File: src/hdl/menu_and_alarm_clock_controller_defines.svh
// Assertion macros for the menu and alarm clock controller.
// Used by the top level only; needs clock and reset in scope.
`ifndef MENU_AND_ALARM_CLOCK_CONTROLLER_DEFINES_SVH
`define MENU_AND_ALARM_CLOCK_CONTROLLER_DEFINES_SVH

// antecedent holds -> consequent in the same cycle
`define MACC_ASSERT_SAME(label, ante, cons) \
   label: assert property (@(posedge clock) disable iff (reset) (ante) |-> (cons)) \
      else $error("macc: same-cycle check failed");

// antecedent holds -> consequent in the next cycle
`define MACC_ASSERT_NEXT(label, ante, cons) \
   label: assert property (@(posedge clock) disable iff (reset) (ante) |=> (cons)) \
      else $error("macc: next-cycle check failed");

`endif

File: src/hdl/macc_pkg.sv
// Types and constants for the menu and alarm clock controller.
// No dependencies.
`default_nettype none

package macc_pkg;

   localparam int FLOOR_COUNT = 5;

   localparam logic [15:0] TPS_RESET    = 16'd1000;
   localparam logic [4:0]  HOUR_RESET   = 5'd12;
   localparam logic [4:0]  OPEN_RESET   = 5'd8;
   localparam logic [4:0]  CLOSE_RESET  = 5'd22;
   localparam logic [3:0]  FLOOR_RESET  = 4'd1;
   localparam logic [4:0]  HOUR_MAX     = 5'd23;
   localparam logic [5:0]  MINSEC_MAX   = 6'd59;

   typedef enum logic [2:0] {
      CMD_TICK     = 3'd0,
      CMD_MODE     = 3'd1,
      CMD_FLOOR    = 3'd2,
      CMD_ACTUATOR = 3'd3,
      CMD_SWITCH   = 3'd4,
      CMD_LOAD     = 3'd5,
      CMD_REMOTE   = 3'd6
   } cmd_type;

   typedef enum logic [1:0] {
      MODE_MONITOR = 2'd0,
      MODE_CONTROL = 2'd1,
      MODE_ALARM   = 2'd2
   } mode_type;

   typedef enum logic [2:0] {
      REQ_NONE        = 3'd0,
      REQ_QUERY       = 3'd1,
      REQ_SET         = 3'd2,
      REQ_OPEN_ALARM  = 3'd3,
      REQ_CLOSE_ALARM = 3'd4
   } req_type;

endpackage

`default_nettype wire

File: src/hdl/menu_and_alarm_clock_controller.sv
// Menu and alarm clock controller.
// The result is registered: it becomes valid in the cycle after the item is accepted.
// Throughput: 1 item per cycle while the result side keeps up; all state updates settle in one combinational pass.
// Output register decouples the sides: a new item is taken while the result is taken.
// Reset (synchronous): clock 12:00:00, monitor mode, floor 1, alarms 08:00 / 22:00.
`default_nettype none
`include "menu_and_alarm_clock_controller_defines.svh"

module menu_and_alarm_clock_controller (
   input  wire logic        clock,
   input  wire logic        reset,
   input  wire logic        req_tvalid,
   output      logic        req_tready,
   // command [2:0]
   input  wire logic [2:0]  req_tuser,
   // load_hour, load_minute, load_second, remote_floor, remote_kind, remote_on
   input  wire logic [23:0] req_tdata,
   output      logic        rsp_tvalid,
   input  wire logic        rsp_tready,
   // request, time_request, shown_mode, shown_floor, shown_kind, shown_on,
   // shown_alarm_select, now_hour, now_minute, now_second,
   // alarm_hour_shown, alarm_minute_shown, zero pad
   output      logic [47:0] rsp_tdata,
   input  wire logic        csr_valid,
   output      logic        csr_ready,
   input  wire logic [15:0] csr_data
);
   import macc_pkg::*;

   logic [15:0] tps_ff;
   logic [15:0] tick_ff, tick_in;
   logic [4:0]  hour_ff, hour_in;
   logic [5:0]  minute_ff, minute_in;
   logic [5:0]  second_ff, second_in;
   mode_type    mode_ff, mode_in;
   logic [3:0]  floor_ff, floor_in;
   logic [1:0]  kind_ff, kind_in;
   logic        on_ff, on_in;
   logic        asel_ff, asel_in;
   logic [4:0]  open_hour_ff, open_hour_in;
   logic [5:0]  open_minute_ff, open_minute_in;
   logic [4:0]  close_hour_ff, close_hour_in;
   logic [5:0]  close_minute_ff, close_minute_in;
   req_type     request_in;
   logic        treq_in;

   logic        rsp_valid_ff;
   req_type     rsp_request_ff;
   logic        rsp_treq_ff;
   mode_type    rsp_mode_ff;
   logic [3:0]  rsp_floor_ff;
   logic [1:0]  rsp_kind_ff;
   logic        rsp_on_ff;
   logic        rsp_asel_ff;
   logic [4:0]  rsp_hour_ff;
   logic [5:0]  rsp_minute_ff;
   logic [5:0]  rsp_second_ff;
   logic [4:0]  rsp_ahour_ff;
   logic [5:0]  rsp_aminute_ff;

   logic        accept;
   logic [4:0]  ld_hour;
   logic [5:0]  ld_minute;
   logic [5:0]  ld_second;
   logic [3:0]  rm_floor;
   logic [1:0]  rm_kind;
   logic        rm_on;
   logic [15:0] tick_inc;

   function automatic logic [3:0] floor_step(input logic [3:0] f, input logic ctl);
      logic [3:0] r;
      r = f;
      for (int i = 0; i < 16; i++) begin
         if (f == 4'(i)) begin
            r = ctl ? 4'((i + 1) % (FLOOR_COUNT + 1)) : 4'((i % FLOOR_COUNT) + 1);
         end
      end
      return r;
   endfunction

   function automatic logic [4:0] hour_step(input logic [4:0] h);
      return (h >= HOUR_MAX) ? 5'd0 : h + 5'd1;
   endfunction

   assign accept     = req_tvalid && req_tready;
   assign req_tready = !rsp_valid_ff || rsp_tready;
   assign csr_ready  = 1'b1;

   assign ld_hour   = req_tdata[4:0];
   assign ld_minute = req_tdata[10:5];
   assign ld_second = req_tdata[16:11];
   assign rm_floor  = req_tdata[20:17];
   assign rm_kind   = req_tdata[22:21];
   assign rm_on     = req_tdata[23];
   assign tick_inc  = tick_ff + 16'd1;

   always_comb begin
      tick_in         = tick_ff;
      hour_in         = hour_ff;
      minute_in       = minute_ff;
      second_in       = second_ff;
      mode_in         = mode_ff;
      floor_in        = floor_ff;
      kind_in         = kind_ff;
      on_in           = on_ff;
      asel_in         = asel_ff;
      open_hour_in    = open_hour_ff;
      open_minute_in  = open_minute_ff;
      close_hour_in   = close_hour_ff;
      close_minute_in = close_minute_ff;
      request_in      = REQ_NONE;
      treq_in         = 1'b0;
      unique case (cmd_type'(req_tuser))
         CMD_TICK: begin
            tick_in = tick_inc;
            if (tick_inc >= tps_ff) begin
               tick_in = '0;
               if (second_ff >= MINSEC_MAX) begin
                  second_in = '0;
                  if (minute_ff >= MINSEC_MAX) begin
                     minute_in = '0;
                     if (hour_ff >= HOUR_MAX) begin
                        hour_in = '0;
                        treq_in = 1'b1;
                     end else begin
                        hour_in = hour_ff + 5'd1;
                     end
                  end else begin
                     minute_in = minute_ff + 6'd1;
                  end
                  if (hour_in == open_hour_ff && minute_in == open_minute_ff) begin
                     request_in = REQ_OPEN_ALARM;
                  end else if (hour_in == close_hour_ff && minute_in == close_minute_ff) begin
                     request_in = REQ_CLOSE_ALARM;
                  end
               end else begin
                  second_in = second_ff + 6'd1;
               end
            end
         end
         CMD_MODE: begin
            treq_in = 1'b1;
            unique case (mode_ff)
               MODE_MONITOR: begin
                  mode_in = MODE_CONTROL;
                  if (floor_ff == 4'd0) begin
                     floor_in = FLOOR_RESET;
                  end
               end
               MODE_CONTROL: mode_in = MODE_ALARM;
               MODE_ALARM: begin
                  mode_in    = MODE_MONITOR;
                  request_in = REQ_QUERY;
               end
               default: begin
                  mode_in = MODE_CONTROL;
                  if (floor_ff == 4'd0) begin
                     floor_in = FLOOR_RESET;
                  end
               end
            endcase
         end
         CMD_FLOOR: begin
            priority if (mode_ff == MODE_MONITOR) begin
               floor_in = floor_step(floor_ff, 1'b0);
            end else if (mode_ff == MODE_CONTROL) begin
               floor_in   = floor_step(floor_ff, 1'b1);
               request_in = REQ_QUERY;
            end else begin
               asel_in = !asel_ff;
            end
         end
         CMD_ACTUATOR: begin
            if (mode_ff == MODE_CONTROL) begin
               kind_in    = kind_ff + 2'd1;
               request_in = REQ_QUERY;
            end else if (mode_ff == MODE_ALARM) begin
               if (!asel_ff) begin
                  open_hour_in = hour_step(open_hour_ff);
               end else begin
                  close_hour_in = hour_step(close_hour_ff);
               end
            end
         end
         CMD_SWITCH: begin
            if (mode_ff == MODE_CONTROL) begin
               on_in      = !on_ff;
               request_in = REQ_SET;
            end else if (mode_ff == MODE_ALARM) begin
               if (!asel_ff) begin
                  if (open_minute_ff >= MINSEC_MAX) begin
                     open_minute_in = '0;
                     open_hour_in   = hour_step(open_hour_ff);
                  end else begin
                     open_minute_in = open_minute_ff + 6'd1;
                  end
               end else begin
                  if (close_minute_ff >= MINSEC_MAX) begin
                     close_minute_in = '0;
                     close_hour_in   = hour_step(close_hour_ff);
                  end else begin
                     close_minute_in = close_minute_ff + 6'd1;
                  end
               end
            end
         end
         CMD_LOAD: begin
            hour_in   = (ld_hour > HOUR_MAX) ? HOUR_MAX : ld_hour;
            minute_in = (ld_minute > MINSEC_MAX) ? MINSEC_MAX : ld_minute;
            second_in = (ld_second > MINSEC_MAX) ? MINSEC_MAX : ld_second;
         end
         CMD_REMOTE: begin
            floor_in = rm_floor;
            kind_in  = rm_kind;
            on_in    = rm_on;
         end
         default: ;
      endcase
   end

   always_ff @(posedge clock) begin
      if (reset) begin
         tps_ff          <= TPS_RESET;
         tick_ff         <= '0;
         hour_ff         <= HOUR_RESET;
         minute_ff       <= '0;
         second_ff       <= '0;
         mode_ff         <= MODE_MONITOR;
         floor_ff        <= FLOOR_RESET;
         kind_ff         <= '0;
         on_ff           <= 1'b0;
         asel_ff         <= 1'b0;
         open_hour_ff    <= OPEN_RESET;
         open_minute_ff  <= '0;
         close_hour_ff   <= CLOSE_RESET;
         close_minute_ff <= '0;
         rsp_valid_ff    <= 1'b0;
      end else begin
         if (csr_valid && csr_ready) begin
            tps_ff <= csr_data;
         end
         if (accept) begin
            tick_ff         <= tick_in;
            hour_ff         <= hour_in;
            minute_ff       <= minute_in;
            second_ff       <= second_in;
            mode_ff         <= mode_in;
            floor_ff        <= floor_in;
            kind_ff         <= kind_in;
            on_ff           <= on_in;
            asel_ff         <= asel_in;
            open_hour_ff    <= open_hour_in;
            open_minute_ff  <= open_minute_in;
            close_hour_ff   <= close_hour_in;
            close_minute_ff <= close_minute_in;
            rsp_valid_ff    <= 1'b1;
         end else if (rsp_tready) begin
            rsp_valid_ff <= 1'b0;
         end
      end
   end

   always_ff @(posedge clock) begin
      if (accept) begin
         rsp_request_ff <= request_in;
         rsp_treq_ff    <= treq_in;
         rsp_mode_ff    <= mode_in;
         rsp_floor_ff   <= floor_in;
         rsp_kind_ff    <= kind_in;
         rsp_on_ff      <= on_in;
         rsp_asel_ff    <= asel_in;
         rsp_hour_ff    <= hour_in;
         rsp_minute_ff  <= minute_in;
         rsp_second_ff  <= second_in;
         rsp_ahour_ff   <= asel_in ? close_hour_in : open_hour_in;
         rsp_aminute_ff <= asel_in ? close_minute_in : open_minute_in;
      end
   end

   assign rsp_tvalid = rsp_valid_ff;
   assign rsp_tdata  = {6'd0, rsp_aminute_ff, rsp_ahour_ff, rsp_second_ff, rsp_minute_ff,
                        rsp_hour_ff, rsp_asel_ff, rsp_on_ff, rsp_kind_ff, rsp_floor_ff,
                        rsp_mode_ff, rsp_treq_ff, rsp_request_ff};

   `MACC_ASSERT_NEXT(a_accept_gives_item, accept, rsp_valid_ff)
   `MACC_ASSERT_SAME(a_clock_in_range, rsp_valid_ff,
      rsp_hour_ff <= HOUR_MAX && rsp_minute_ff <= MINSEC_MAX && rsp_second_ff <= MINSEC_MAX)
   `MACC_ASSERT_SAME(a_alarm_on_minute, rsp_valid_ff &&
      (rsp_request_ff == REQ_OPEN_ALARM || rsp_request_ff == REQ_CLOSE_ALARM),
      rsp_second_ff == 6'd0)
   `MACC_ASSERT_NEXT(a_tick_treq_midnight, accept && req_tuser == CMD_TICK,
      !rsp_treq_ff || (rsp_hour_ff == 5'd0 && rsp_minute_ff == 6'd0))

endmodule

`default_nettype wire

File: config.mk
export PLATFORM = sky130hd
export DESIGN_NAME = menu_and_alarm_clock_controller
export DESIGN_NICKNAME = d
export VERILOG_FILES = /design/src/hdl/macc_pkg.sv /design/src/hdl/menu_and_alarm_clock_controller.sv
export VERILOG_INCLUDE_DIRS = /design/src /design/src/hdl
export SDC_FILE = /design/constraint.sdc
export NUM_CORES = 1
export LEC_CHECK = 0
export ABC_CLOCK_PERIOD_IN_PS = 3900
export CAP_MARGIN = 10
export CORE_UTILIZATION = 50
export DETAILED_ROUTE_END_ITERATION = 6
export DONT_BUFFER_PORTS = 1
export SYNTH_ARGS = -nofsm -noshare
export SYNTH_HDL_FRONTEND = slang
export SYNTH_SLANG_ARGS = --single-unit
File: constraint.sdc
create_clock -name clock -period 3.9 [get_ports clock]
set_input_delay 0.585 -clock clock [delete_from_list [all_inputs] [get_ports clock]]
set_output_delay 0.585 -clock clock [all_outputs]
set_load 0.1 [all_outputs]
==> Word level (Yosys, flattened, before mapping) <==
Cells that the tools add are included.
{ "word_totals": {"ff_bits": 124, "input_bits": 48, "out_inout_bits": 51, "wordCells": 195} }
{ "classes": {"addsub": 9, "order_cmp": 11, "eq_ne": 27, "mux": 108, "reduce_logical": 13} }
{ "op_table": {"columns": ["operator", "count"], "rows": [
  ["$mux W6", 21],
  ["$mux W5", 25],
  ["$mux W4", 30],
  ["$eq A4 B4 Y1 const B", 8],
  ["$pmux W5 S2", 3],
  ["$add A6 B1 Y6 const B", 4],
  ["$ge A6 B6 Y1 const B", 4],
  ["$pmux W6 S2", 2],
  ["$add A16 B1 Y16 const B", 1],
  ["$eq A4 B3 Y1 const B", 4],
  ["$ge A16 B16 Y1", 1],
  ["$mux W16", 1],
  ["$add A5 B1 Y5 const B", 3],
  ["$ge A5 B5 Y1 const B", 3],
  ["$pmux W3 S5", 1],
  ["$mux W1", 13],
  ["$eq A6 B6 Y1", 2],
  ["$gt A6 B6 Y1 const B", 2],
  ["$mux W3", 4],
  ["$pmux W4 S3", 1],
  ["$eq A5 B5 Y1", 2],
  ["$eq A3 B3 Y1 const B", 3],
  ["$eq A4 B2 Y1 const B", 2],
  ["$pmux W2 S2", 2],
  ["other kinds (18)", 26]
]} }

==> Depth between registers and ports, before layout <==
{ "depth": {"word_depth": 20, "ltp_mapped": 17, "depth_no_buf": 15} }

==> Worst setup path after synthesis <==
Ideal clock, no wire load.
{ "synth_path": {"path_type": "reg2reg", "from": "reg rsp_valid_ff (netlist: rsp_tvalid)", "to": "reg rsp_ahour_ff[0] (enable)", "setup_ns": 0.422, "arrival_time_ns": 3.362, "required_time_ns": 3.478, "path_slack_ns": 0.115, "stages_incl_launch_ff": 5, "path_buffers": 1, "period_less_slack_ns": 3.785, "path_cell_list": "dfxtp_1 -> nand2b_1 -> nand2_1 -> inv_2 -> clkbuf_1"} }
{ "synth_between": {"elab_chain_cells": 3} }
{ "synth_lines": {"columns": ["item", "line", "text"], "rows": [
  ["from (decl)", "menu_and_alarm_clock_controller.sv:47", "logic rsp_valid_ff;"],
  ["from (signal assigned)", "menu_and_alarm_clock_controller.sv:237", "rsp_valid_ff <= 1'b0;"],
  ["from (signal assigned)", "menu_and_alarm_clock_controller.sv:256", "rsp_valid_ff <= 1'b1;"],
  ["from (signal assigned)", "menu_and_alarm_clock_controller.sv:258", "rsp_valid_ff <= 1'b0;"],
  ["$logic_not A1 Y1", "menu_and_alarm_clock_controller.sv:86", "assign req_tready = !rsp_valid_ff || rsp_tready;"],
  ["$logic_or A1 B1 Y1", "menu_and_alarm_clock_controller.sv:86", null],
  ["via req_tready", "menu_and_alarm_clock_controller.sv:13", "output logic req_tready,"],
  ["$logic_and A1 B1 Y1", "menu_and_alarm_clock_controller.sv:85", "assign accept = req_tvalid && req_tready;"],
  ["via accept", "menu_and_alarm_clock_controller.sv:61", "logic accept;"],
  ["to (signal assigned)", "menu_and_alarm_clock_controller.sv:275", "rsp_ahour_ff <= asel_in ? close_hour_in : open_hour_in;"],
  ["to (decl)", "menu_and_alarm_clock_controller.sv:58", "logic [4:0] rsp_ahour_ff;"]
]} }
The timed path passes the listed nets, and every way through them passes these cells.
A chain may end at the register's enable or synchronous reset.

==> Worst setup path after layout <==
{ "layout_path": {"from": "reg tick_ff[0]", "to": "reg minute_ff[5]"} }
{ "layout_between": {"elab_chain_cells": 4} }
{ "layout_lines": {"columns": ["item", "line", "text"], "rows": [
  ["from (decl)", "menu_and_alarm_clock_controller.sv:31", "logic [15:0] tick_ff, tick_in;"],
  ["from (signal assigned)", "menu_and_alarm_clock_controller.sv:243", "tick_ff <= tick_in;"],
  ["$add A16 B1 Y16", "menu_and_alarm_clock_controller.sv:95", "assign tick_inc = tick_ff + 16'd1;"],
  ["$ge A16 B16 Y1", "menu_and_alarm_clock_controller.sv:116", "if (tick_inc >= tps_ff) begin"],
  ["$mux W6", "menu_and_alarm_clock_controller.sv:116", null],
  ["$pmux W6 S2", "menu_and_alarm_clock_controller.sv:113", "unique case (cmd_type'(req_tuser))"],
  ["via minute_in[5]", "menu_and_alarm_clock_controller.sv:33", "logic [5:0] minute_ff, minute_in;"],
  ["to (signal assigned)", "menu_and_alarm_clock_controller.sv:245", "minute_ff <= minute_in;"],
  ["to (decl)", "menu_and_alarm_clock_controller.sv:33", null]
]} }
The timed path passes the listed nets, and every way through them passes these cells.

==> results.py <==
metrics = {
    "timing": {
        "fmaxAchievable_mhz": 281,
        "layout_setup_ws_ns": 0.342,
        "setup-violations-final": 0,
        "tightest_slew_ns": 0.994,
        "clock_skew_ns": 0.0152,
        "slew_violations": 0,
        "fin_crit_sh_pct": 91.2,
        "fin_setup_tns_ns": 0,
        "finalHoldViolCount": 0,
        "layout_min_cycle_time_ns": 3.56,
        "slew_headroom_pct": 33.9,
    },
    "clock_network": {
        "tritoncts": "done",
        "cts_buffers": 17,
        "insertion_delay_ns": 0.42,
        "cts.hold.buffers_added": 0,
        "cts.path.max_buffers": 2,
        "clockRootBuffer": "clkbuf_16",
        "numClockSinks": 124,
        "htreeDepth": 4,
        "clk_pin_slew_worst_paths_ns": 0.06,
        "postCtsSetupBuffers": 0,
        "cts_resized": 0,
    },
    "logic_synthesis": {
        "synthFlopType": "dfxtp_1",
        "yosysMostFrequentCell": "nand2_1",
        "syn_area_um2": 7790,
        "synth_cell_type_count": 92,
        "ys_warn_count": 0,
        "async_flop_share_pct": 0,
        "yosysTopAreaCell": "dfxtp_1",
        "synth_seq_area_share_pct": 37.3,
        "synthesis.instances": 931,
        "ys_top_cells_by_area": "dfxtp_1 21%, edfxtp_1 16%, nand2_1 5.0%",
        "synth_edf_count": 42,
        "avgSynthCellArea_um2": 8.36,
        "ys_ff_latch": 124,
        "synth.top_cells.by_count": "103 x nand2_1, 82 x dfxtp_1, 77 x a21oi_1, 77 x nor2_1, 67 x o21ai_0",
        "synth.top_cell.area_share_pct": 21.1,
    },
    "floorplanning": {
        "start_util_pct": 51.2,
        "die_w_um": 127,
        "rows": 45,
        "die-area_um2": 16100,
        "core_area_um2": 15200,
        "die_h_um": 127,
        "io_pins": 99,
    },
    "final_layout": {
        "num-fill-cells": 1409,
        "fin_util_pct": 54.9,
        "n_antenna_cell": 0,
        "area_growth_pct": 7.15,
        "drive_gt1_share_pct": 7.99,
        "nets": 964,
    },
    "place": {
        "place_hpwl_mm": 14.4,
        "place.gp.congestion": 0.862,
        "dpl_worst_slack_ns": 0.279,
        "port_buffers": 0,
    },
    "global_route": {
        "met3_usage_pct": 6.75,
        "grt_use_met2_pct": 43.3,
        "grt_max_degree": 63,
        "grtUsageTotal_pct": 26.2,
        "use_met1_pct": 33.0,
        "grt_antenna_before_repair": 1,
        "grt_pass1_wl_mm": 33.2,
        "grt_overflow_total": 0,
        "grt_pass1_vias": 6453,
        "grt_most_used_layer": "met2",
    },
    "pwr": {
        "p_int_mw": 2.52,
        "p_switching_mw": 1.04,
        "power_per_cell_area_nw_per_um2": 427,
        "pwr-share-clk_pct": 45.0,
        "peakVddDrop_uv": 317,
        "leakage_nw": 3.13,
        "p_comb_share_pct": 8.2,
        "power_frac_seq_pct": 46.8,
        "switching_share_pct": 29.2,
    },
    "critical_path": {
        "critPathBufInv": 2,
        "cpMaxStageDelayCell": "dfxtp_1",
        "timing.rr.end": "minute_ff[5]",
        "cp_data_arrival_time_ns": 3.87,
        "endpoint": "minute_ff[5]",
        "critPathMaxStageDelay_ns": 0.41,
        "start_kind": "flop",
        "cp_max_fo": 19,
        "cp.required_ns": 4.21,
        "worstPathCellList": "ha_1 -> nand3_1 -> nor2_1 -> nand3_1 -> inv_1 -> nand3_1 -> xnor2_1 -> ha_1 -> nand2_1 -> nor2_1 -> a211oi_1 -> o21a_2 -> buf_4 -> nor3_1 -> a221o_1 -> o21ba_1",
        "cp_common_cell": "nand3_1",
        "endpoint_kind": "flop",
        "path_depth": 16,
        "r2r-start": "tick_ff[0]",
        "startpoint": "tick_ff[0]",
        "rr_worst_depth": 16,
        "critical_path_class": "reg2reg",
        "path_delay_family": "compound AO/OA/AOI/OAI gates",
        "reg2reg_slack_ns": 0.34,
    },
    "run": {
        "maxCapViolCount": 0,
    },
    "hold_path": {
        "hp-start": "reset",
        "hold_path.class": "in2reg",
    },
    "drt": {
        "vias": 6772,
        "ant_nets": 0,
        "routed_wl_mm": 20.4,
        "dr.pass1.iters": 5,
        "via_per_inst": 6.22,
        "drc": 0,
        "post_drt_wl_per_cell_um": 18.8,
        "first_iter_violations": 481,
    },
    "status": {
        "status": "completed",
    },
}
[placed cells by master, fill, tap and decap left out, types with 15 or more instances in the layout]
cell and n:
edfxtp_1 42, o21ai_0 67, clkbuf_16 22, nor3_1 22, nand3_1 46, nor2_1 77, nand2_1 103, dfxtp_1 82
xor2_1 18, ha_1 28, inv_1 28, xnor2_1 20, a21oi_1 77, a31oi_1 15
[power by group through the flow]
stage | logic, mW | registers (mW) | clock network (mW)
global placement | 0.283 | 1.69 | 0
CTS | 0.293 | 1.67 | 1.63
global route | 0.324 | 1.67 | 1.68
finish | 0.293 | 1.67 | 1.60
floorplan | 0.286 | 1.65 | 0
detailed placement | 0.291 | 1.69 | 0
[per-layer routing]
| metal | vias to the layer above | part of all wire (%) |
|---|---|---|
| met2 | 186 | 48 |
| met5 | - | 0.064 |
| met1 | 3254 | 45 |
| li1 | 3303 | - |
| met4 | 2 | 1.6 |
| met3 | 27 | 4.7 |
[worst min-delay path by stage]
stage | end | depth (start not counted)
after floorplan | tick_ff[15] | 2
after global placement | on_ff | 2
after detailed placement | tick_ff[15] | 2
after CTS | floor_ff[1] | 1
after global routing | tick_ff[2] | 1
final | tick_ff[6] | 1
[registers in the layout (all words and copies together), names as in the netlist, 6 cells and up]
| name | flops |
|---|---|
| rsp_minute_ff | 6 |
| rsp_second_ff | 6 |
| minute_ff | 6 |
| open_minute_ff | 6 |
| tps_ff | 16 |
| close_minute_ff | 6 |
| tick_ff | 16 |
| rsp_aminute_ff | 6 |
| second_ff | 6 |
[through the flow]
step	instances	power (mW)	cell area [um^2]	hold WS (ns)
finish	1089	3.56	8340	0.241
global route	1089	3.68	8340	0.213
CTS	1089	3.59	8340	0.214
detailed placement	1057	1.98	7730	0.460
global placement	1057	1.97	7730	0.447
floorplan	936	1.94	7810	0.444
[kinds of logic after synthesis]
group | share of synthesized area, %
AO/OA/AOI/OAI | 23.6
XOR/XNOR | 4.48
adder cells (fa/ha/maj) | 4.50
buffers and inverters | 6.54
flip-flops | 37.3
multiplexers | 1.94
other | 0.0964
AND/OR/NAND/NOR | 21.6
[layout make-up]
cell class / count / area [um^2] / area share, %
repair buffers: 11 / 82.6 / 0.990
well taps: 188 / 235 / 2.82
inverters: 30 / 113 / 1.35
clock inverters: 7 / 43.8 / 0.525
flip-flops and latches: 124 / 2900 / 34.8
clock buffers: 25 / 572 / 6.85
multi-input cells: 704 / 4400 / 52.7
(Power assumes the default switching activity.)
